==> src/hdl/fenwick_tree_sum_search_unit_defines.svh <==
// Assertion macros shared by the Fenwick tree unit.
// Every macro expects a clock named i_clk and an active-low reset named i_rst_n.
`ifndef FENWICK_TREE_SUM_SEARCH_UNIT_DEFINES_SVH
`define FENWICK_TREE_SUM_SEARCH_UNIT_DEFINES_SVH

// The condition must never hold outside reset.
`define FTS_ASSERT_NEVER(lbl, cond, msg) \
    lbl: assert property (@(posedge i_clk) disable iff (!i_rst_n) !(cond)) \
        else $error(msg);

// The consequent must hold in the same cycle as the antecedent.
`define FTS_ASSERT_SAME(lbl, ante, cons, msg) \
    lbl: assert property (@(posedge i_clk) disable iff (!i_rst_n) (ante) |-> (cons)) \
        else $error(msg);

// The consequent must hold in the cycle after the antecedent.
`define FTS_ASSERT_NEXT(lbl, ante, cons, msg) \
    lbl: assert property (@(posedge i_clk) disable iff (!i_rst_n) (ante) |=> (cons)) \
        else $error(msg);

`endif

==> src/hdl/fts_pkg.sv <==
package fts_pkg;

    localparam int ValueW = 64;
    localparam int PosW   = 10;
    localparam int FoundW = 11;

    localparam logic [1:0] KindAdd    = 2'd0;
    localparam logic [1:0] KindSum    = 2'd1;
    localparam logic [1:0] KindSearch = 2'd2;
    localparam logic [1:0] KindUnused = 2'd3;

    typedef struct packed {
        logic signed [ValueW-1:0] sum_value;
        logic [FoundW-1:0]        found_position;
        logic                     not_found;
        logic                     range_error;
    } t_result;

endpackage

==> src/hdl/fts_seq.sv <==
module fts_seq import fts_pkg::*; #(
    parameter int SIZE = 1023
) (
    input  logic                         i_clk,
    input  logic                         i_rst_n,
    input  logic                         i_in_valid,
    output logic                         o_in_stall,
    input  logic [1:0]                   i_kind,
    input  logic [PosW-1:0]              i_position,
    input  logic [PosW-1:0]              i_right_position,
    input  logic signed [ValueW-1:0]     i_value,
    output logic                         o_rd_en,
    output logic [$clog2(SIZE+1)-1:0]    o_rd_addr,
    input  logic [ValueW-1:0]            i_rd_data,
    output logic                         o_wr_en,
    output logic [$clog2(SIZE+1)-1:0]    o_wr_addr,
    output logic [ValueW-1:0]            o_wr_data,
    output logic                         o_push,
    output t_result                      o_result,
    input  logic                         i_out_ready
);

    localparam int Nodes  = SIZE + 1;
    localparam int AW     = $clog2(Nodes);
    localparam int CwMin  = AW + 2;
    localparam int CW     = (CwMin > FoundW) ? CwMin : FoundW;
    localparam int LogTop = $clog2(Nodes + 1) - 1;
    localparam logic [CW-1:0] NodesC = CW'(Nodes);
    localparam logic [CW-1:0] SizeC  = CW'(SIZE);
    localparam logic [CW-1:0] TopK   = CW'(1) << LogTop;

    typedef enum logic [2:0] {
        S_CLEAR,
        S_IDLE,
        S_ADD,
        S_SUM,
        S_SRCH,
        S_SCMP,
        S_FIN
    } t_state;

    t_state            r_state, n_state;
    logic [CW-1:0]     r_node, n_node;
    logic [CW-1:0]     r_wnode, n_wnode;
    logic [CW-1:0]     r_left, n_left;
    logic [CW-1:0]     r_i, n_i;
    logic [CW-1:0]     r_k, n_k;
    logic              r_pend, n_pend;
    logic              r_neg, n_neg;
    logic              r_pend_neg, n_pend_neg;
    logic [ValueW-1:0] r_acc, n_acc;
    logic [ValueW-1:0] r_w, n_w;
    logic [ValueW-1:0] r_value, n_value;
    t_result           r_result, n_result;

    logic [CW-1:0] w_low_bit;
    logic [CW-1:0] w_probe;

    assign w_low_bit  = r_node & (~r_node + CW'(1));
    assign w_probe    = r_i + r_k;
    assign o_in_stall = (r_state != S_IDLE);
    assign o_result   = r_result;

    always_comb begin
        n_state    = r_state;
        n_node     = r_node;
        n_wnode    = r_wnode;
        n_left     = r_left;
        n_i        = r_i;
        n_k        = r_k;
        n_pend     = r_pend;
        n_neg      = r_neg;
        n_pend_neg = r_pend_neg;
        n_acc      = r_acc;
        n_w        = r_w;
        n_value    = r_value;
        n_result   = r_result;
        o_rd_en    = 1'b0;
        o_rd_addr  = AW'(r_node - CW'(1));
        o_wr_en    = 1'b0;
        o_wr_addr  = AW'(r_wnode - CW'(1));
        o_wr_data  = i_rd_data + r_value;
        o_push     = 1'b0;

        case (r_state)
            S_CLEAR: begin
                o_wr_en   = 1'b1;
                o_wr_addr = AW'(r_node);
                o_wr_data = '0;
                n_node    = r_node + CW'(1);
                if (r_node == NodesC - CW'(1)) begin
                    n_state = S_IDLE;
                end
            end
            S_IDLE: begin
                if (i_in_valid) begin
                    n_result = '0;
                    case (i_kind)
                        KindAdd: begin
                            if (CW'(i_position) > SizeC) begin
                                n_result.range_error = 1'b1;
                                n_state = S_FIN;
                            end else begin
                                n_node  = CW'(i_position) + CW'(1);
                                n_value = i_value;
                                n_pend  = 1'b0;
                                n_state = S_ADD;
                            end
                        end
                        KindSum: begin
                            if (CW'(i_position) > SizeC || CW'(i_right_position) > SizeC) begin
                                n_result.range_error = 1'b1;
                                n_state = S_FIN;
                            end else begin
                                n_node  = CW'(i_right_position) + CW'(1);
                                n_left  = CW'(i_position);
                                n_neg   = 1'b0;
                                n_pend  = 1'b0;
                                n_acc   = '0;
                                n_state = S_SUM;
                            end
                        end
                        KindSearch: begin
                            if (i_value <= 0) begin
                                n_state = S_FIN;
                            end else begin
                                n_i     = '0;
                                n_k     = TopK;
                                n_w     = i_value;
                                n_state = S_SRCH;
                            end
                        end
                        default: begin
                            n_state = S_IDLE;
                        end
                    endcase
                end
            end
            S_ADD: begin
                // The write of the previous node overlaps the read of the next, higher one.
                if (r_pend) begin
                    o_wr_en = 1'b1;
                end
                if (r_node <= NodesC) begin
                    o_rd_en = 1'b1;
                    n_wnode = r_node;
                    n_node  = r_node + w_low_bit;
                    n_pend  = 1'b1;
                end else begin
                    n_pend  = 1'b0;
                    n_state = S_IDLE;
                end
            end
            S_SUM: begin
                // Addresses do not depend on data, so one node is read each cycle.
                if (r_pend) begin
                    n_acc = r_pend_neg ? (r_acc - i_rd_data) : (r_acc + i_rd_data);
                end
                if (r_node != '0) begin
                    o_rd_en    = 1'b1;
                    n_node     = r_node - w_low_bit;
                    n_pend     = 1'b1;
                    n_pend_neg = r_neg;
                end else if (!r_neg && r_left != '0) begin
                    n_node = r_left;
                    n_neg  = 1'b1;
                    n_pend = 1'b0;
                end else begin
                    n_pend             = 1'b0;
                    n_result           = '0;
                    n_result.sum_value = n_acc;
                    n_state            = S_FIN;
                end
            end
            S_SRCH: begin
                if (r_k == '0) begin
                    n_result                = '0;
                    n_result.found_position = FoundW'(r_i);
                    n_result.not_found      = (r_i >= NodesC);
                    n_state                 = S_FIN;
                end else if (w_probe <= NodesC) begin
                    o_rd_en   = 1'b1;
                    o_rd_addr = AW'(w_probe - CW'(1));
                    n_state   = S_SCMP;
                end else begin
                    n_k = r_k >> 1;
                end
            end
            S_SCMP: begin
                if ($signed(i_rd_data) < $signed(r_w)) begin
                    n_w = r_w - i_rd_data;
                    n_i = w_probe;
                end
                n_k     = r_k >> 1;
                n_state = S_SRCH;
            end
            S_FIN: begin
                o_push = i_out_ready;
                if (i_out_ready) begin
                    n_state = S_IDLE;
                end
            end
            default: begin
                n_state = S_IDLE;
            end
        endcase
    end

    always_ff @(posedge i_clk) begin
        if (!i_rst_n) begin
            r_state    <= S_CLEAR;
            r_node     <= '0;
            r_pend     <= 1'b0;
            r_neg      <= 1'b0;
            r_pend_neg <= 1'b0;
            r_wnode    <= '0;
            r_left     <= '0;
            r_i        <= '0;
            r_k        <= '0;
            r_acc      <= '0;
            r_w        <= '0;
            r_value    <= '0;
            r_result   <= '0;
        end else begin
            r_state    <= n_state;
            r_node     <= n_node;
            r_pend     <= n_pend;
            r_neg      <= n_neg;
            r_pend_neg <= n_pend_neg;
            r_wnode    <= n_wnode;
            r_left     <= n_left;
            r_i        <= n_i;
            r_k        <= n_k;
            r_acc      <= n_acc;
            r_w        <= n_w;
            r_value    <= n_value;
            r_result   <= n_result;
        end
    end

endmodule

==> config.mk <==
export PLATFORM = sky130hd
export DESIGN_NAME = fts_seq
export DESIGN_NICKNAME = d
export VERILOG_FILES = /design/src/hdl/fenwick_tree_sum_search_unit_defines.svh /design/src/hdl/fts_pkg.sv /design/src/hdl/fts_seq.sv
export SDC_FILE = /design/constraint.sdc
export NUM_CORES = 2
export LEC_CHECK = 0
export BUFFER_PORTS_ARGS = -buffer_cell sky130_fd_sc_hd__buf_2
export CAP_MARGIN = 20
export CELL_PAD_IN_SITES_DETAIL_PLACEMENT = 1
export CELL_PAD_IN_SITES_GLOBAL_PLACEMENT = 2
export CORE_MARGIN = 3
export CORE_UTILIZATION = 35
export CTS_BUF_LIST = sky130_fd_sc_hd__clkbuf_8
export DETAILED_ROUTE_END_ITERATION = 8
export GPL_ROUTABILITY_DRIVEN = 0
export PLACE_DENSITY = 0.85
export RECOVER_POWER = 25
export SYNTH_ARGS = -nofsm -noshare
export SYNTH_HDL_FRONTEND = slang
export SYNTH_SLANG_ARGS = --single-unit
==> constraint.sdc <==
create_clock -name i_clk -period 7.45 [get_ports i_clk]
set_clock_uncertainty 0.15 [all_clocks]
set_input_delay 0.745 -clock i_clk [delete_from_list [all_inputs] [get_ports i_clk]]
set_output_delay 0.745 -clock i_clk [all_outputs]
set_load 0.02 [all_outputs]
After elaboration in Yosys (flattened, before gate mapping) --
Index checks and enable logic that the tools add are counted. W data, S select, Z words.
Word-level totals: output and inout port bits 165, flip-flop bits (word level) 331, input port bits 154
Cells by class: mux-type cells 64, eq/ne operators 29, reductions and logical operators 26, magnitude comparators 5, add/sub/neg operators 14, bitwise operators 2
Operator list (number):
- $mux W64 | 9
- $mux W77 | 4
- $pmux W64 S2 | 2
- $pmux W77 S3 | 1
- $mux W12 | 13
- $add A64 B64 Y64 | 2
- $sub A64 B64 Y64 | 2
- $le A64 B1 Y1 const B | 1
- $lt A64 B64 Y1 | 1
- $pmux W12 S2 | 2
- $pmux W12 S4 | 1
- $mux W10 | 4
- $pmux W12 S3 | 1
- $ne A2 B2 Y1 const B | 15
- $sub A10 B1 Y10 const B | 3
- $add A12 B1 Y12 const B | 2
- $add A12 B12 Y12 | 2
- $le A12 B11 Y1 const B | 2
- $mux W3 | 8
- $reduce_bool A12 Y1 | 2
- $add A10 B1 Y11 const B | 2
- $pmux W3 S7 | 1
- $reduce_and A5 Y1 | 4
- $and A12 B12 Y12 | 1
- other kinds (30) | 55

Longest topological paths before layout --
depth in word-level cells 6, gate-level depth with buffers 23, mapped depth without buffers 22

Worst setup path after synthesis --
No wires, ideal clock.
kind input to register, from input port i_rd_data[24], to register r_result (netlist bit o_result[73]), required time 7.226 ns, cell stages on the path 19, slack 1.935 ns, data arrival time 5.291 ns, cell sequence or4_1 > nor2_1 > nand2_1 > nor4_1 > nand2_1 > nor4_1 > a31oi_1 > xnor2_1 > ha_1 > clkbuf_1 > and3_1 > nand4_1 > or2_2 > a2111oi_0 > o2111ai_1 > o31ai_1 > xor2_1 > mux2i_1 > o21ai_0
Between the ends: cells in the longest elaborated chain, start to end 6, elaborated cells between the ends (all ways) 7, those cells by class add/sub: 2; mux: 5
RTL lines:
- from (decl) | RTL line fts_seq.sv:14 | input logic [ValueW-1:0] i_rd_data,
- $add A64 B64 Y64 or $sub A64 B64 Y64 (tied branches) | RTL line fts_seq.sv:157 | n_acc = r_pend_neg ? (r_acc - i_rd_data) : (r_acc + i_rd_data);
- $mux W64 * | RTL line fts_seq.sv:157
- $mux W64 * | RTL line fts_seq.sv:156 | if (r_pend) begin
- $mux W77 * | RTL line fts_seq.sv:164 | end else if (!r_neg && r_left != '0) begin
- $mux W77 * | RTL line fts_seq.sv:159 | if (r_node != '0) begin
- $pmux W77 S3 * | RTL line fts_seq.sv:85 | case (r_state)
- to (signal assigned) | RTL line fts_seq.sv:237 | r_result <= n_result;
- to (decl) | RTL line fts_seq.sv:54 | t_result r_result, n_result;
Mark *: on every way between the ends. The rest lies on a longest branch, timed or not. The select of a mux whose other input is x is not followed. A chain may end at the register's enable or synchronous reset.

Worst setup path after layout --
Ends and elaborated chain as after synthesis.

==> run metrics <==
Detailed Route WL=118000 um; Syn Inst Count=between 4000 and 5000; area leader, netlist=dfxtp_1; count leader, synth=nand2_1; PwrDens=between 100 and 150 mW/mm^2; Fin. Hold Viols=0; worst vdd ir=98.0 uV; largest net degree at the start of global routing=152; IO Port Bufs=317; number of flops mapped to enable cells by yosys=0; Initial Util=0.355; Rel. slew slack=-1.24; CTS tree=built; I/O pins=approximately 320; Synth top cells by count=537 x nand2_1, 487 x a21oi_1, 394 x nor2_1; DRC=0; DR WL/cell=21.4 um; DIE WIDTH=just under 300 um; met2 Track Usage GR=0.402; M1 GR Usage=0.366; critical setup path kind=input port to flop; initial antenna violation count=8; Final Cycle Share=0.819; First-pass DRT Iterations=5; RSZ-0062 raised after global routing=no; hold_buf cts=0; register-to-register setup slack=2.14 ns; register area share after synthesis=0.221; clk slew on worst S/H paths=0.06 ns; Crit path largest cell delay=0.64 ns; via count=around 31000; DRT antenna net count=0; Post-synth ARST share=0; # Post-CTS Setup Buffers=0; total CTS buffers=68; Max Clock Freq=0.164 GHz; first-pass GRT wire length=182000 um; Layout Nets=around 4800; clk root buf=clkbuf_8; total global routing overflow=0; overall power=4.59 mW; met3 Use GR=0.0289; post-synth net total=4619; Via density=5.64; die area=0.0887 sq mm; slowest CP cell=a2111oi_0; worst endpoint data arrival time=approximately 6.5 ns; Sw Pwr=1.34 mW; area share of the largest cell type after synthesis=0.221; failing checks=capacitance limit, slew limit; layout cells sized above 1=0.0958; fraction of power spent switching nets=0.293; CP Max Fanout=8; GR peak layer=met2; clk_lat worst skew=0.66 ns; post-DP HPWL=93300 um; post-CTS sizing=0; CP Cell Sequence=buf_2 > or4_1 > nor2_1 > nand2_1 > nor4_1 > nand2_1 > nor4_1 > a31oi_1 > xnor2_1 > ha_1 > and3_1 > nand4_1 > or2_2 > a2111oi_0 > o2111ai_1 > o31ai_1 > xor2_1 > mux2i_1 > o21ai_0; ys flop type=dfxtp_1; cell internal pwr=about 3.2 mW; H-tree levels=3; Initial DRC Count=1907; Worst-Margin Slew=3.36 ns; final setup fails=0; gr usage total=0.256; # rows=106; mapped cell area=0.0298 sq mm; hold crit path type=input port to flop; critical path launch point type=input port; part of the power in combinational logic=0.134; Lkg Pwr=14.4 nW; Yosys reg bits=329; Filler cells=10700; clk sinks=329; Synth Warn #=0; CP Capture Type=flop; Clock Path Buffers=3; CP required=7.87 ns; DIE HEIGHT=298 um; status=finished, violations left; final setup TNS=0 ns; synthesis-to-finish area growth=12.6%; Avg Cell Area, Syn=7.14 sq um; max-cap viol count=3; Synth area leaders=dfxtp_1 22%, ha_1 12%, a21oi_1 8.2%, nand2_1 6.8%, xnor2_1 5.2%; Synth cell types=81; Clock Power Share=0.481; number of global-route vias before repair=30900; power share of the sequential group=0.385; Tmin final=6.10 ns; number of max-slew violations in the final report=roughly 120; Core ar.=0.0840 sq mm
[kinds of logic after synthesis]
| kind of cell | count (synthesis) | share of synthesized area |
|---|---|---|
| compound gates | 1293 | 0.271 |
| buf+inv | 476 | 0.0608 |
| other cells | 1 | 0.000126 |
| mux | 70 | 0.0238 |
| simple gates | 1444 | 0.220 |
| fa+ha+maj | 288 | 0.122 |
| xor+xnor | 276 | 0.0811 |
| flops | 329 | 0.221 |
[metrics by stage]
stage	util	worst slack, ns	hold slack, ns	area (sq um)	cells
6_report	0.400	1.35	0.200	33600	5525
5_1_grt	0.400	0.831	0.194	33600	5524
4_1_cts	0.401	1.32	0.126	33700	5517
3_5_place_dp	0.383	0.714	0.293	32100	5397
3_3_place_gp	0.382	0.980	0.280	32100	5395
2_1_floorplan	-	1.94	0.290	29800	4177
[registers in the layout, indices dropped and copies added, names as in the netlist, 3 cells and up]
register  count
r_wnode      10
r_w          64
r_value      64
r_left       10
r_i          12
r_node       12
r_k          11
o_result     76
r_state       3
r_acc        64
[power by group through the flow]
| stage | Sequential [mW] | Combinational (mW) | Clock, mW |
|---|---|---|---|
| global placement | 1.80 | 0.599 | 0 |
| floorplan | 1.80 | 0.362 | 0 |
| global route | 1.76 | 0.670 | 2.34 |
| detailed placement | 1.80 | 0.605 | 0 |
| finish | 1.77 | 0.616 | 2.21 |
| CTS | 1.77 | 0.608 | 2.26 |
[layout by cell type (no fill, tap or decap), types with 36 or more instances in the layout]
cell type / n
a211oi_1: 48
a21o_1: 143
a21oi_1: 486
a31oi_1: 74
and3_1: 44
buf_2: 237
clkbuf_1: 83
clkbuf_8: 82
dfxtp_1: 327
ha_1: 284
inv_1: 227
mux2i_1: 62
nand2_1: 536
nand3_1: 101
nand4_1: 61
nor2_1: 393
nor2b_1: 36
nor3_1: 82
nor4_1: 40
o21a_1: 36
o21ai_0: 215
o21bai_1: 48
xnor2_1: 178
xor2_1: 98
[worst paths after layout]
path	startpoint	endpoint	depth (start not counted)
worst min register to register	o_result[12]$_SDFFE_PN0P_	o_result[12]$_SDFFE_PN0P_	2
worst max register to register	r_node[0]$_SDFFE_PN0P_	o_result[76]$_SDFFE_PN0P_	13
worst min-delay path	i_position[0]	r_left[0]$_SDFFE_PN0P_	3
worst max-delay path	i_rd_data[24]	o_result[73]$_SDFFE_PN0P_	19
[layout make-up]
class	count	area, sq um	share of cell area
diodes	7	17.5	0.000522
clock buffers	82	1130	0.0336
clock inverters	38	405	0.0121
inverters	215	815	0.0243
multi-input cells	3372	21500	0.640
flip-flops and latches	329	6590	0.196
well taps	1134	1420	0.0423
repair buffers	348	1730	0.0515
[metal layers]
layer	vias to the layer above	wire, um	share of wire
li1	15100	-	-
met1	15100	56900	0.48
met2	779	51400	0.44
met3	162	6250	0.053
met4	0	3500	0.030
met5	-	0	0
[critical path, delay by kind of cell]
family	cells	cell delay, ns
simple gates	9	3.11
buf+inv	1	0.16
compound gates	5	1.58
fa+ha+maj	1	0.44
mux	1	0.10
xor+xnor	2	0.39
(Power assumes the default switching activity.)
