===== src/hdl/fenwick_tree_sum_search_unit_defines.svh =====
// Assertion macros shared by the Fenwick tree unit.
// Every macro expects a clock named i_clk and an active-low reset named i_rst_n.
`ifndef FENWICK_TREE_SUM_SEARCH_UNIT_DEFINES_SVH
`define FENWICK_TREE_SUM_SEARCH_UNIT_DEFINES_SVH

// The condition must never hold outside reset.
`define FTS_ASSERT_NEVER(lbl, cond, msg) \
    lbl: assert property (@(posedge i_clk) disable iff (!i_rst_n) !(cond)) \
        else $error(msg);

// The consequent must hold in the same cycle as the antecedent.
`define FTS_ASSERT_SAME(lbl, ante, cons, msg) \
    lbl: assert property (@(posedge i_clk) disable iff (!i_rst_n) (ante) |-> (cons)) \
        else $error(msg);

// The consequent must hold in the cycle after the antecedent.
`define FTS_ASSERT_NEXT(lbl, ante, cons, msg) \
    lbl: assert property (@(posedge i_clk) disable iff (!i_rst_n) (ante) |=> (cons)) \
        else $error(msg);

`endif


===== src/hdl/fts_pkg.sv =====
package fts_pkg;

    localparam int ValueW = 64;
    localparam int PosW   = 10;
    localparam int FoundW = 11;

    localparam logic [1:0] KindAdd    = 2'd0;
    localparam logic [1:0] KindSum    = 2'd1;
    localparam logic [1:0] KindSearch = 2'd2;
    localparam logic [1:0] KindUnused = 2'd3;

    typedef struct packed {
        logic signed [ValueW-1:0] sum_value;
        logic [FoundW-1:0]        found_position;
        logic                     not_found;
        logic                     range_error;
    } t_result;

endpackage


===== src/hdl/fts_out_reg.sv =====
module fts_out_reg import fts_pkg::*; (
    input  logic    i_clk,
    input  logic    i_rst_n,
    input  logic    i_push,
    input  t_result i_result,
    output logic    o_ready,
    output logic    o_valid,
    input  logic    i_stall,
    output t_result o_result
);

    logic    r_valid;
    t_result r_result;

    assign o_ready = !r_valid || !i_stall;

    always_ff @(posedge i_clk) begin
        if (!i_rst_n) begin
            r_valid <= 1'b0;
        end else if (o_ready) begin
            r_valid <= i_push;
        end
    end

    always_ff @(posedge i_clk) begin
        if (o_ready && i_push) begin
            r_result <= i_result;
        end
    end

    assign o_valid  = r_valid;
    assign o_result = r_result;

endmodule


===== config.mk =====
export PLATFORM = sky130hd
export DESIGN_NAME = fts_out_reg
export DESIGN_NICKNAME = d
export VERILOG_FILES = /design/src/hdl/fenwick_tree_sum_search_unit_defines.svh /design/src/hdl/fts_pkg.sv /design/src/hdl/fts_out_reg.sv
export SDC_FILE = /design/constraint.sdc
export NUM_CORES = 1
export LEC_CHECK = 0
export BUFFER_PORTS_ARGS = -buffer_cell sky130_fd_sc_hd__buf_2
export CAP_MARGIN = 20
export CORE_AREA = 2 2 77 79
export DETAILED_ROUTE_END_ITERATION = 7
export DIE_AREA = 0 0 79 81
export PLACE_DENSITY_LB_ADDON = 0.15
export SLEW_MARGIN = 25
export SYNTH_ARGS = -nofsm -noshare
export SYNTH_HDL_FRONTEND = slang
export SYNTH_SLANG_ARGS = --single-unit

===== constraint.sdc =====
create_clock -name i_clk -period 7.9 [get_ports i_clk]
set_clock_uncertainty 0.15 [all_clocks]
set_input_delay 0.79 -clock i_clk [delete_from_list [all_inputs] [get_ports i_clk]]
set_output_delay 0.79 -clock i_clk [all_outputs]
set_load 0.03 [all_outputs]

# Yosys cells after proc, flatten, opt, wreduce, memory -nomap -nowiden
# Cells that the tools add are included.
dict set report word_totals {
  ff_bits 78
  inputBits 81
  output_inout_bits 79
  word_cells 9
}
dict set report classes {
  n_reduce_logical 4
}
# cell count
set ops {}
lappend ops {{$logic_not 1->1} 2}
lappend ops {{$logic_and 1x1->1} 1}
lappend ops {{$logic_or 1x1->1} 1}

# Logic depth before layout (Yosys ltp)
# Gate-level depths: netlist of run 1.
dict set report depth {
  depth_word 3
  depth_mapped 2
  ltp_nobuf 2
}

# Worst setup path after synthesis of run 1
# OpenSTA, ideal clock, no wires.
dict set report synth_timing {
  path_type {in2reg}
  start {input port i_stall}
  end {register r_result (netlist bit o_result[0]) (enable)}
  setup_time_ps 443
  arrival_ps 2890
  required_time_ps 7307
  setup_slack_ps 4416
  path_stages 2
  n_path_buf 0
  path_cell_list {nand2_1 > and2_1}
}
dict set report synth_between {
  elab_chain_len 3
}
# element line_no
set synth_rtl {}
lappend synth_rtl {{start: declaration} fts_out_reg.sv:8} ;# input logic i_stall,
lappend synth_rtl {{$logic_not 1->1} fts_out_reg.sv:15} ;# assign o_ready = !r_valid || !i_stall;
lappend synth_rtl {{$logic_or 1x1->1} fts_out_reg.sv:15}
lappend synth_rtl {{$logic_and 1x1->1} fts_out_reg.sv:26} ;# if (o_ready && i_push) begin
lappend synth_rtl {{end signal: assignment} fts_out_reg.sv:27} ;# r_result <= i_result;
lappend synth_rtl {{end: declaration} fts_out_reg.sv:13} ;# t_result r_result;
# Every way passes these cells.
# A chain may end at the register's enable or synchronous reset.

# Worst setup path after layout of run 1
dict set report layout_timing {
  start {input port i_stall}
  end {output port o_ready}
}
dict set report layout_between {
  elab_chain_len 2
}
# element line_no
set layout_rtl {}
lappend layout_rtl {{$logic_not 1->1} fts_out_reg.sv:15}
lappend layout_rtl {{$logic_or 1x1->1} fts_out_reg.sv:15}
lappend layout_rtl {{end: declaration} fts_out_reg.sv:6} ;# output logic o_ready,
# Every way passes these cells.

==> results by group, run 1 <==
Drt
  – Vias/cell: 4.21
  – DRC Markers: 0
  – Post-DR wirelength/cell: 13.5 um
  – Vias: 1389
  – 1st-pass router iterations: 3
  – Iter 0 DRT Violations: 96
  – ANT nets after route: 0
  – Total wire length: 4460 um

Timing
  – Hold_ws: 0.379 ns
  – Relative slew margins: 35.6%
  – Final Hold Violating Endpoints: 0
  – Worst setup margin: 5.80 ns
  – Highest clock rate: 476 MHz
  – Max-slew violations: 0
  – Sum Neg Setup Slack: 0 ns
  – Tmin final: 2.10 ns
  – Final setup viols: 0
  – Worst slew pin tran: 0.966 ns
  – Final period utilization: 26.6%
  – RSZ-0062 raised after global routing: false

Power
  – Leak: 1.51 nW
  – Max IR drop VDD: 157 uV
  – Pwr Density: 273 nW/um^2

Floorplan
  – Initial Utilization: 41.5%
  – Die Wd: 79 um
  – Die area: 6400 sq um
  – # rows: 28
  – Top Ports: 160
  – Die height: 81 um
  – Total core area: 5680 sq um

Setup path
  – Worst-path fanout max: 2
  – Worst path slowest cell: buf_2
  – Crit end category: output pin
  – WP data required: 6.96 ns
  – CP Cell Sequence: buf_2, nand2_1, buf_2
  – CP arrival: 1.16 ns
  – Most frequent cell on the critical path: buf_2
  – Kind of critical path: primary input to output pin
  – CP Launch Type: primary input
  – Slowest stage delay, CP: 0.20 ns

Global routing
  – Overflow after GRT: 0
  – Initial antenna violation count: 0
  – Via count of the first global-routing pass: 1420
  – GRT busiest layer: met2
  – Global Route Usage Sum: 14.2%
  – Largest net degree at the start of global routing: 78
  – GR Util met3: 5.56%
  – First-pass GRT wire length: 6560 um
  – GRT met1 Usage: 16.1%
  – Met2 Use GR: 22.7%

Logic synthesis
  – Mapped Nets: 163
  – Seq/Total Area, Yosys: 99.1%
  – Post-Synth Simple-Gate Area: 0.691%
  – Post-Syn Instances: 82
  – Synth Cell Area: 2350 sq um
  – #FFs+latches synth: 78
  – Synth Area in Compound Gates: 0.213%
  – Post-synthesis mux area share: 0%
  – Synth cell types: 6
  – Post-synthesis adder-cell area fraction: 0%
  – Synth Warn #: 0
  – Main combinational cell family by area after synthesis: simple AND/OR/NAND/NOR gates
  – XOR/XNOR share of the synthesized area: 0%
  – Post-Syn Area per Cell: 28.7 sq um

Place
  – Port bufs: 159
  – Routability cong.: 0.723
  – Worst slack, placed: 5.57 ns

Layout
  – Area Growth Syn to Fin: 48.4%
  – Commonest non-fill, non-tap cell in the layout: buf_2
  – Fillers: 477
  – N_diodes: 0
  – Share of cells above drive strength 1: 67.8%
  – Most frequent cells in the layout: buf_2, edfxtp_1, clkbuf_8
  – Nets@finish: 333

Clock network
  – Clk Latency, worst-skew pair: 0.33 ns
  – Clock tree buffer depth: 2
  – Clock-pin slew on the worst setup and hold paths: 0.07 ns
  – Post-CTS Setup Inserts: 0
  – Post_cts resized: 0
  – Clock Sinks: 78
  – CTS tree: yes
  – H-tree levels: 3
  – Root buf cell: clkbuf_8
  – Hold-fix buffers, CTS: 0
  – Num CTS Buffers: 9

Flow run
  – Max-Cap Viols: 0

Min path
  – Class of the worst hold path: register to register

Status
  – Run status: finished, final reports clean
[critical path: cells and delay by family]
kind,cells,cell delay [ns]
simple gates,1,0.07
buf+inv,2,0.30
[routing by layer]
layer	up-vias	wire length, um
met5	-	0
met4	0	81
met3	8	521
met2	90	2220
met1	624	1630
li1	667	-
[per-stage QoR]
stage	cell area [sq um]	total power, mW	cells	util, %
6_report	3490	0.954	330	61.6
5_1_grt	3490	0.992	330	61.6
4_1_cts	3490	0.966	330	61.6
3_5_place_dp	3250	0.598	316	57.2
3_3_place_gp	3250	0.597	316	57.2
2_1_floorplan	2350	0.557	82	-
[sequential cells by signal, indices dropped and copies added (netlist names)]
signal / cells
o_valid: 1
o_result: 77
[worst paths after layout]
| kind | startpoint | endpoint | slack [ns] | cells after the start |
|---|---|---|---|---|
| max | i_stall | o_ready | 5.80 | 3 |
| min | o_valid$_SDFFE_PN0P_ | o_valid$_SDFFE_PN0P_ | 0.38 | 2 |
| max reg2reg | o_valid$_SDFFE_PN0P_ | o_result[48]$_DFFE_PP_ | 6.15 | 2 |
| min reg2reg | o_valid$_SDFFE_PN0P_ | o_valid$_SDFFE_PN0P_ | 0.38 | 2 |
[power by group]
part,internal (mW),total [mW],leakage [nW],switching [mW]
sequential,0.484,0.488,0.753,0.00481
combinational,0.0294,0.0993,0.635,0.0699
clock,0.237,0.367,0.123,0.129
[final cells by class]
type	count	area, sq um	area share, %
clock inverters	5	124	3.55
repair buffers	159	796	22.8
multi-input cells	4	23.8	0.681
clock buffers	9	124	3.55
well taps	75	93.8	2.69
flip-flops and latches	78	2330	66.8
[synth_stat cells]
cell type | number | share of area, %
and2_1 | 1 | 0.27
a21oi_1 | 1 | 0.21
nand2_1 | 1 | 0.16
nor2b_1 | 1 | 0.27
edfxtp_1 | 77 | 98
dfxtp_1 | 1 | 0.85
[cells by family (layout without fill, tap and decap cells)]
family / count (synthesis) / in the layout
DFF: 78 / 78
and+or+nand+nor: 3 / 3
AOI/OAI and AO/OA: 1 / 1
buffers and inverters: 0 / 173
Note: power is estimated with default switching activity, not from simulation.
==> run 2, diff against run 1 <==
--- a/config.mk
+++ b/config.mk
@@ -5,11 +5,12 @@
 export SDC_FILE = /design/constraint.sdc
 export NUM_CORES = 1
 export LEC_CHECK = 0
+export ABC_AREA = 1
 export BUFFER_PORTS_ARGS = -buffer_cell sky130_fd_sc_hd__buf_2
 export CAP_MARGIN = 20
-export CORE_AREA = 2 2 77 79
+export CORE_AREA = 2 2 83 85
 export DETAILED_ROUTE_END_ITERATION = 7
-export DIE_AREA = 0 0 79 81
+export DIE_AREA = 0 0 85 87
 export PLACE_DENSITY_LB_ADDON = 0.15
 export SLEW_MARGIN = 25
 export SYNTH_ARGS = -nofsm -noshare
==> constraint.sdc (replaced) <==
create_clock -name i_clk -period 1.86 [get_ports i_clk]
set_clock_uncertainty 0.15 [all_clocks]
set_input_delay 0.186 -clock i_clk [delete_from_list [all_inputs] [get_ports i_clk]]
set_output_delay 0.186 -clock i_clk [all_outputs]
set_load 0.03 [all_outputs]
==> run 2 against run 1 <==
Compared with the run above:
- global-route usage rose by 1.3 points
- combinational power rose to 5.7 times the previous value
- die area rose by 16%
- flip-flop and latch count did not move
- sequential share of layout area fell by 13 points
==> results by group, run 2 <==
Status
  – Run status: finished, final reports clean (unchanged)

Floorplan
  – # rows: 30 (was 28)
  – Total core area: 6570 sq um (was 5680 sq um)
  – Top Ports: 160 (unchanged)
  – Die Wd: 85 um (was 79 um)
  – Die height: 87 um (was 81 um)
  – Initial Utilization: 35.9% (was 41.5%)
  – Die area: 7400 sq um (was 6400 sq um)

Setup path
  – Crit end category: register (was output pin)
  – CP arrival: 1.49 ns (was 1.16 ns)
  – CP Cell Sequence: dlygate4sd3_1, buf_2, inv_1, a21oi_2, dlygate4sd3_1 (was buf_2, nand2_1, buf_2)
  – Kind of critical path: primary input to register (was primary input to output pin)
  – WP data required: 1.93 ns (was 6.96 ns)
  – Worst path slowest cell: dlygate4sd3_1 (was buf_2)
  – Slowest stage delay, CP: 0.56 ns (was 0.20 ns)
  – CP Launch Type: primary input (unchanged)
  – Most frequent cell on the critical path: dlygate4sd3_1 (was buf_2)
  – Worst-path fanout max: 1 (was 2)
  – R2r setup slk: 0.46 ns (was 6.15 ns)

Timing
  – Max-slew violations: 0 (unchanged)
  – Highest clock rate: 700 MHz
  – RSZ-0062 raised after global routing: false (unchanged)
  – Tmin final: 1.43 ns
  – Sum Neg Setup Slack: 0 ns (unchanged)
  – Final setup viols: 0 (unchanged)
  – Relative slew margins: 73.7% (was 35.6%)
  – Worst slew pin tran: 0.394 ns (was 0.966 ns)
  – Final Hold Violating Endpoints: 0 (unchanged)
  – Final period utilization: 76.8%

Layout
  – Nets@finish: 414 (was 333)
  – Util after Layout: 65.6% (was 61.6%)
  – Area of the multi-input gates: 31.3 sq um (was 23.8 sq um)
  – Share of cells above drive strength 1: 52.5% (was 67.8%)
  – Area Growth Syn to Fin: 82.6% (was 48.4%)
  – N_diodes: 0 (unchanged)
  – Commonest non-fill, non-tap cell in the layout: buf_2 (unchanged)
  – Sequential Area: 2340 sq um (was 2330 sq um)
  – Post-Layout Cell Count: 417 (was 330)
  – Fillers: 452 (was 477)
  – Number of flip-flops in the largest register: 77 (unchanged)
  – Most frequent cells in the layout: buf_2, dlygate4sd3_1, edfxtp_1 (was buf_2, edfxtp_1, clkbuf_8)

Clock network
  – Clock Sinks: 78 (unchanged)
  – Root buf cell: clkbuf_8 (unchanged)
  – Post_cts resized: 0 (unchanged)
  – Post-CTS Setup Inserts: 0 (unchanged)
  – H-tree levels: 3 (unchanged)
  – Num CTS Buffers: 9 (unchanged)
  – Clock-pin slew on the worst setup and hold paths: 0.07 ns (about the same)
  – Clk Latency, worst-skew pair: 0.33 ns (about the same)
  – CTS tree: yes (unchanged)
  – Clock tree buffer depth: 2 (unchanged)

Global routing
  – Overflow after GRT: 0 (unchanged)
  – Initial antenna violation count: 0 (unchanged)
  – Via count of the first global-routing pass: 1827 (was 1420)
  – GRT busiest layer: met2 (unchanged)
  – GR Util met3: 5.88% (was 5.56%)
  – GRT met1 Usage: 16.2% (was 16.1%)
  – Global Route Usage Sum: 15.4% (was 14.2%)
  – Met2 Use GR: 26.7% (was 22.7%)
  – Largest net degree at the start of global routing: 78 (unchanged)
  – First-pass GRT wire length: 8390 um (was 6560 um)

Drt
  – Iter 0 DRT Violations: 42 (was 96)
  – ANT nets after route: 0 (unchanged)
  – Total wire length: 5930 um (was 4460 um)
  – 1st-pass router iterations: 6 (was 3)
  – DRC Markers: 0 (unchanged)
  – Vias: 1726 (was 1389)
  – Vias/cell: 4.14 (was 4.21)
  – Post-DR wirelength/cell: 14.2 um (was 13.5 um)

Power
  – Pwr Density: 947 nW/um^2 (was 273 nW/um^2)
  – Internal power: 3.17 mW (was 750 uW)
  – Leak: 1.85 nW (was 1.51 nW)
  – Power Total: 4.08 mW (was 954 uW)
  – Flop pwr share: 50.9% (was 51.2%)
  – Comb pwr share: 14.0% (was 10.4%)
  – Clock power share: 35.1% (was 38.4%)
  – Psw: 908 uW (was 204 uW)
  – Sw frac: 22.3% (was 21.4%)
  – Max IR drop VDD: 522 uV (was 157 uV)

Logic synthesis
  – Seq/Total Area, Yosys: 98.8% (was 99.1%)
  – Synth Cell Area: 2360 sq um (was 2350 sq um)
  – Post-Syn Instances: 83 (was 82)
  – #FFs+latches synth: 78 (unchanged)
  – Synth cell types: 6 (unchanged)
  – Largest cells by area after synthesis: edfxtp_1, dfxtp_1, a21oi_2 (was edfxtp_1, dfxtp_1, and2_1)
  – Post-synth top area cell: edfxtp_1 (unchanged)
  – Most frequent cell after synthesis: edfxtp_1 (unchanged)
  – Most frequent cells after synthesis: edfxtp_1, inv_1
  – EDFF count, synth: 77 (unchanged)
  – Top FF cell, synth: edfxtp_1 (unchanged)
  – Mapped Nets: 164 (was 163)
  – Synth Warn #: 0 (unchanged)
  – Post-synthesis async set-or-reset flop share: 0% (unchanged)
  – Post-synth top area share: 98.0% (was 98.2%)
  – Post-Syn Area per Cell: 28.4 sq um (was 28.7 sq um)

Place
  – HPWL after detailed placement: 3350 um
  – Inst Count DP: 323 (was 316)
  – Routability cong.: 0.659 (was 0.723)
  – Port bufs: 159 (unchanged)

Flow run
  – Max-Cap Viols: 0 (unchanged)

Min path
  – Class of the worst hold path: primary input to register (was register to register)
## run 2: kinds of logic after synthesis
kind of cell / Yosys count / synth area share [%]
AO/OA/AOI/OAI: 2 / 0.583
buffers and inverters: 2 / 0.318
flip-flops: 78 / 98.8
AND/OR/NAND/NOR: 1 / 0.265
## run 2: power groups by stage
stage | Combinational [mW] | Clock, mW | Sequential [mW]
final | 0.570 | 1.43 | 2.08
after global routing | 0.601 | 1.53 | 2.09
after CTS | 0.566 | 1.47 | 2.08
after detailed placement | 0.439 | 0 | 2.12
after global placement | 0.434 | 0 | 2.11
after floorplan | 0.0374 | 0 | 2.33
## run 2: final timing paths
path,startpoint,to,cells past startpoint
worst max-delay path,i_rst_n,o_valid$_SDFFE_PN0P_,5
worst min-delay path,i_stall,o_result[36]$_DFFE_PP_,3
worst max register to register,o_valid$_SDFFE_PN0P_,o_result[55]$_DFFE_PP_,2
worst min register to register,o_valid$_SDFFE_PN0P_,o_result[36]$_DFFE_PP_,2
## run 2: what timing repair did
action	CTS	global route
hold endpoints to repair	78	0
endpoints found under the setup margin	0	0
hold buffers	79	0
## run 2: metrics by stage
step	worst slack (ns)	area [sq um]	hold WS, ns
floorplan	-0.400	2370	0.135
global placement	0.479	3290	0.213
detailed placement	0.465	3290	0.214
CTS	0.462	4310	0.311
global route	0.399	4310	0.331
finish	0.431	4310	0.321
## run 2: cell type report
class                           instances  area share (%)
Clock buffer                           10            2.96
Clock inverter                          5            2.29
Inverter                                2           0.174
Multi-Input combinational cell          3           0.726
Sequential cell                        78            54.2
Tap cell                               80            2.32
Timing Repair Buffer                  239            37.3
## run 2: routing by layer
| metal | vias to the layer above | part of all wire, % |
|---|---|---|
| met5 | - | 0 |
| met1 | 775 | 38 |
| li1 | 830 | - |
| met3 | 9 | 9.5 |
| met4 | 0 | 1.6 |
| met2 | 112 | 51 |
## run 2: critical path: cells and delay by family
| kind | cells | cell delay (ns) |
|---|---|---|
| compound gates | 1 | 0.04 |
| buf+inv | 4 | 1.27 |
==> run 3, diff against run 2 <==
==> constraint.sdc (replaced) <==
create_clock -name i_clk -period 1.1 [get_ports i_clk]
set_clock_uncertainty 0.15 [all_clocks]
set_input_delay 0.11 -clock i_clk [delete_from_list [all_inputs] [get_ports i_clk]]
set_output_delay 0.11 -clock i_clk [all_outputs]
set_load 0.03 [all_outputs]
==> run 3 against run 2 <==
Compared with the run above:
- the flow now finishes with violations (negative hold slack, negative setup slack)
- routed wire length grew 13%
- critical path depth shrank 2
- register-to-register slack lost 0.64 ns
- count of clock-buffer cells in the layout is the same
- clock power grew 27%
- worst setup slack lost 0.61 ns
- final cell count grew 2.2%
- critical endpoint is now o_result[8]$_DFFE_PP_
==> results by group, run 3 (synthesis gave the netlist of run 2 again) <==
Setup path
  – Crit path max-delay family: flip-flops (was buffers and inverters)
  – Stages on worst setup path: 3 (was 5)
  – Crit end category: register (unchanged)
  – R2R Path End: o_result[8]$_DFFE_PP_ (was o_result[55]$_DFFE_PP_)
  – Slowest stage delay, CP: 0.36 ns (was 0.56 ns)
  – CP Cell Sequence: a21oi_4, buf_12, buf_12 (was dlygate4sd3_1, buf_2, inv_1, a21oi_2, dlygate4sd3_1)
  – Reg2reg path depth: 3 (was 2)
  – R2r setup slk: -0.18 ns (was 0.46 ns)
  – CP Launch Point: o_valid$_SDFFE_PN0P_ (was i_rst_n)
  – CP Launch Type: register (was primary input)
  – Worst path slowest cell: dfxtp_4 (was dlygate4sd3_1)
  – Worst reg2reg startpoint: o_valid$_SDFFE_PN0P_ (unchanged)
  – Kind of critical path: register to register (was primary input to register)
  – CP Buf/Inv Count: 2 (was 4)
  – Most frequent cell on the critical path: buf_12 (was dlygate4sd3_1)
  – WP data required: 0.99 ns (was 1.93 ns)
  – Worst-path fanout max: 18 (was 1)
  – CP arrival: 1.17 ns (was 1.49 ns)

Drt
  – Iter 0 DRT Violations: 61 (was 42)
  – Post-DR wirelength/cell: 15.7 um (was 14.2 um)
  – Vias/cell: 4.25 (was 4.14)
  – Total wire length: 6680 um (was 5930 um)
  – DRC Markers: 0 (unchanged)
  – ANT nets after route: 0 (unchanged)
  – Vias: 1812 (was 1726)
  – 1st-pass router iterations: 4 (was 6)

Timing
  – Final period utilization: 117%
  – Final setup viols: 156 (was 0)
  – Final Hold Violating Endpoints: 1 (was 0)
  – Sum Neg Setup Slack: -15.57 ns (was 0 ns)
  – Highest clock rate: 779 MHz
  – Tmin final: 1.28 ns
  – RSZ-0062 raised after global routing: true (was false)
  – Relative slew margins: 91.2% (was 73.7%)
  – Hold_ws: -0.00172 ns (was 0.321 ns)
  – Worst setup margin: -0.183 ns (was 0.431 ns)
  – Max-slew violations: 0 (unchanged)
  – Worst slew pin tran: 0.131 ns (was 0.394 ns)

Layout
  – Area Growth Syn to Fin: 106% (was 82.6%)
  – Number of flip-flops in the largest register: 77 (unchanged)
  – Fillers: 381 (was 452)
  – Commonest non-fill, non-tap cell in the layout: buf_6 (was buf_2)
  – Nets@finish: 422 (was 414)
  – Share of cells above drive strength 1: 54.3% (was 52.5%)
  – Most frequent cells in the layout: buf_6, buf_2, dlygate4sd3_1 (was buf_2, dlygate4sd3_1, edfxtp_1)
  – N_diodes: 0 (unchanged)

Global routing
  – GRT met1 Usage: 18.1% (was 16.2%)
  – GRT busiest layer: met2 (unchanged)
  – Overflow after GRT: 0 (unchanged)
  – Initial antenna violation count: 0 (unchanged)
  – Global Route Usage Sum: 17.5% (was 15.4%)
  – Largest net degree at the start of global routing: 35 (was 78)
  – Met2 Use GR: 30.1% (was 26.7%)
  – First-pass GRT wire length: 9490 um (was 8390 um)
  – GR Util met3: 7.96% (was 5.88%)
  – Via count of the first global-routing pass: 1942 (was 1827)

Floorplan
  – Die Wd: 85 um (unchanged)
  – # rows: 30 (unchanged)
  – Die height: 87 um (unchanged)
  – Die area: 7400 sq um (unchanged)
  – Top Ports: 160 (unchanged)
  – Initial Utilization: 35.9% (unchanged)
  – Total core area: 6570 sq um (unchanged)

Min path
  – Class of the worst hold path: primary input to register (unchanged)
  – Worst hold start: i_stall (unchanged)
  – WHS Endpoint: o_valid$_SDFFE_PN0P_ (was o_result[36]$_DFFE_PP_)
  – Hold Path Depth: 4 (was 3)

Clock network
  – CTS tree: yes (unchanged)
  – Clock Sinks: 78 (unchanged)
  – Num CTS Buffers: 9 (unchanged)
  – Hold-fix buffers, CTS: 78 (was 79)
  – Clock-pin slew on the worst setup and hold paths: 0.08 ns (was 0.07 ns)
  – Clock tree buffer depth: 2 (unchanged)
  – H-tree levels: 3 (unchanged)
  – Clk Latency, worst-skew pair: 0.33 ns (about the same)
  – Root buf cell: clkbuf_8 (unchanged)

Power
  – Max IR drop VDD: 978 uV (was 522 uV)
  – Leak: 2.05 nW (was 1.85 nW)
  – Pwr Density: 1350 nW/um^2 (was 947 nW/um^2)

Place
  – Port bufs: 159 (unchanged)
  – Routability cong.: 0.649 (was 0.659)
  – HPWL after detailed placement: 3450 um (was 3350 um)

Status
  – Run status: complete, but fails checks (was finished, final reports clean)
  – Failing checks: negative hold slack, negative setup slack

Flow run
  – Max-Cap Viols: 0 (unchanged)
[run 3: cell types whose count changed in the layout (fill, tap and decap cells not counted), sizes merged]
cell	before	now
clkbuf	10	11
bufinv	3	0
buf	160	168
clkinvlp	0	2
dlygate4sd3	79	78
clkinv	2	4
[run 3: tightest hold or removal path: stages]
cell,delay (ns)
buf_2,0.14
nand2_4,0.07
buf_4,0.10
a21oi_2,0.03
[run 3: metrics by stage]
step | area [sq um] | power, mW | instances | util (%) | setup slack, ns
6_report | 4870 | 6.60 | 426 | 74.2 | -0.183
5_1_grt | 4870 | 6.84 | 426 | 74.2 | -0.204
4_1_cts | 4840 | 6.60 | 425 | 73.7 | -0.201
3_5_place_dp | 3330 | 4.34 | 327 | 50.7 | -0.190
3_3_place_gp | 3330 | 4.33 | 327 | 50.7 | -0.174
2_1_floorplan | 2370 | 4.00 | 83 | - | -1.16
[run 3: area by class of cell]
type | count | area, sq um | share of cell area, %
Clock buffer | 10 | 128 | 2.62
Clock inverter | 6 | 38.8 | 0.796
Inverter | 2 | 7.51 | 0.154
Multi-Input combinational cell | 3 | 36.3 | 0.745
Sequential cell | 78 | 2340 | 48.0
Tap cell | 80 | 100 | 2.05
Timing Repair Buffer | 247 | 2220 | 45.7
[run 3: timing repair]
action                     CTS  global route
hold endpoints to repair    78             1
gates resized for setup    163             6
buffers inserted             3             2
cloned                       1             2
pin swaps                    1             1
setup endpoints to repair  156           156
[run 3: per-layer routing]
metal  routed length, um  part of all wire [%]
met5                   0                     0
met2                3390                    51
met4                 136                   2.0
met1                2450                    37
met3                 704                    11
[run 3: worst max path at each step]
stage,endpoint,slack (ns)
finish,o_result[8]$_DFFE_PP_,-0.18
detailed placement,o_result[9]$_DFFE_PP_,-0.19
floorplan,o_result[0]$_DFFE_PP_,-1.16
CTS,o_result[13]$_DFFE_PP_,-0.20
global placement,o_result[34]$_DFFE_PP_,-0.17
global route,o_result[8]$_DFFE_PP_,-0.20
[run 3: power breakdown]
group / switching (mW) / internal (mW)
Clock: 0.997 / 0.811
Combinational: 0.586 / 0.647
Sequential: 0.0808 / 3.47
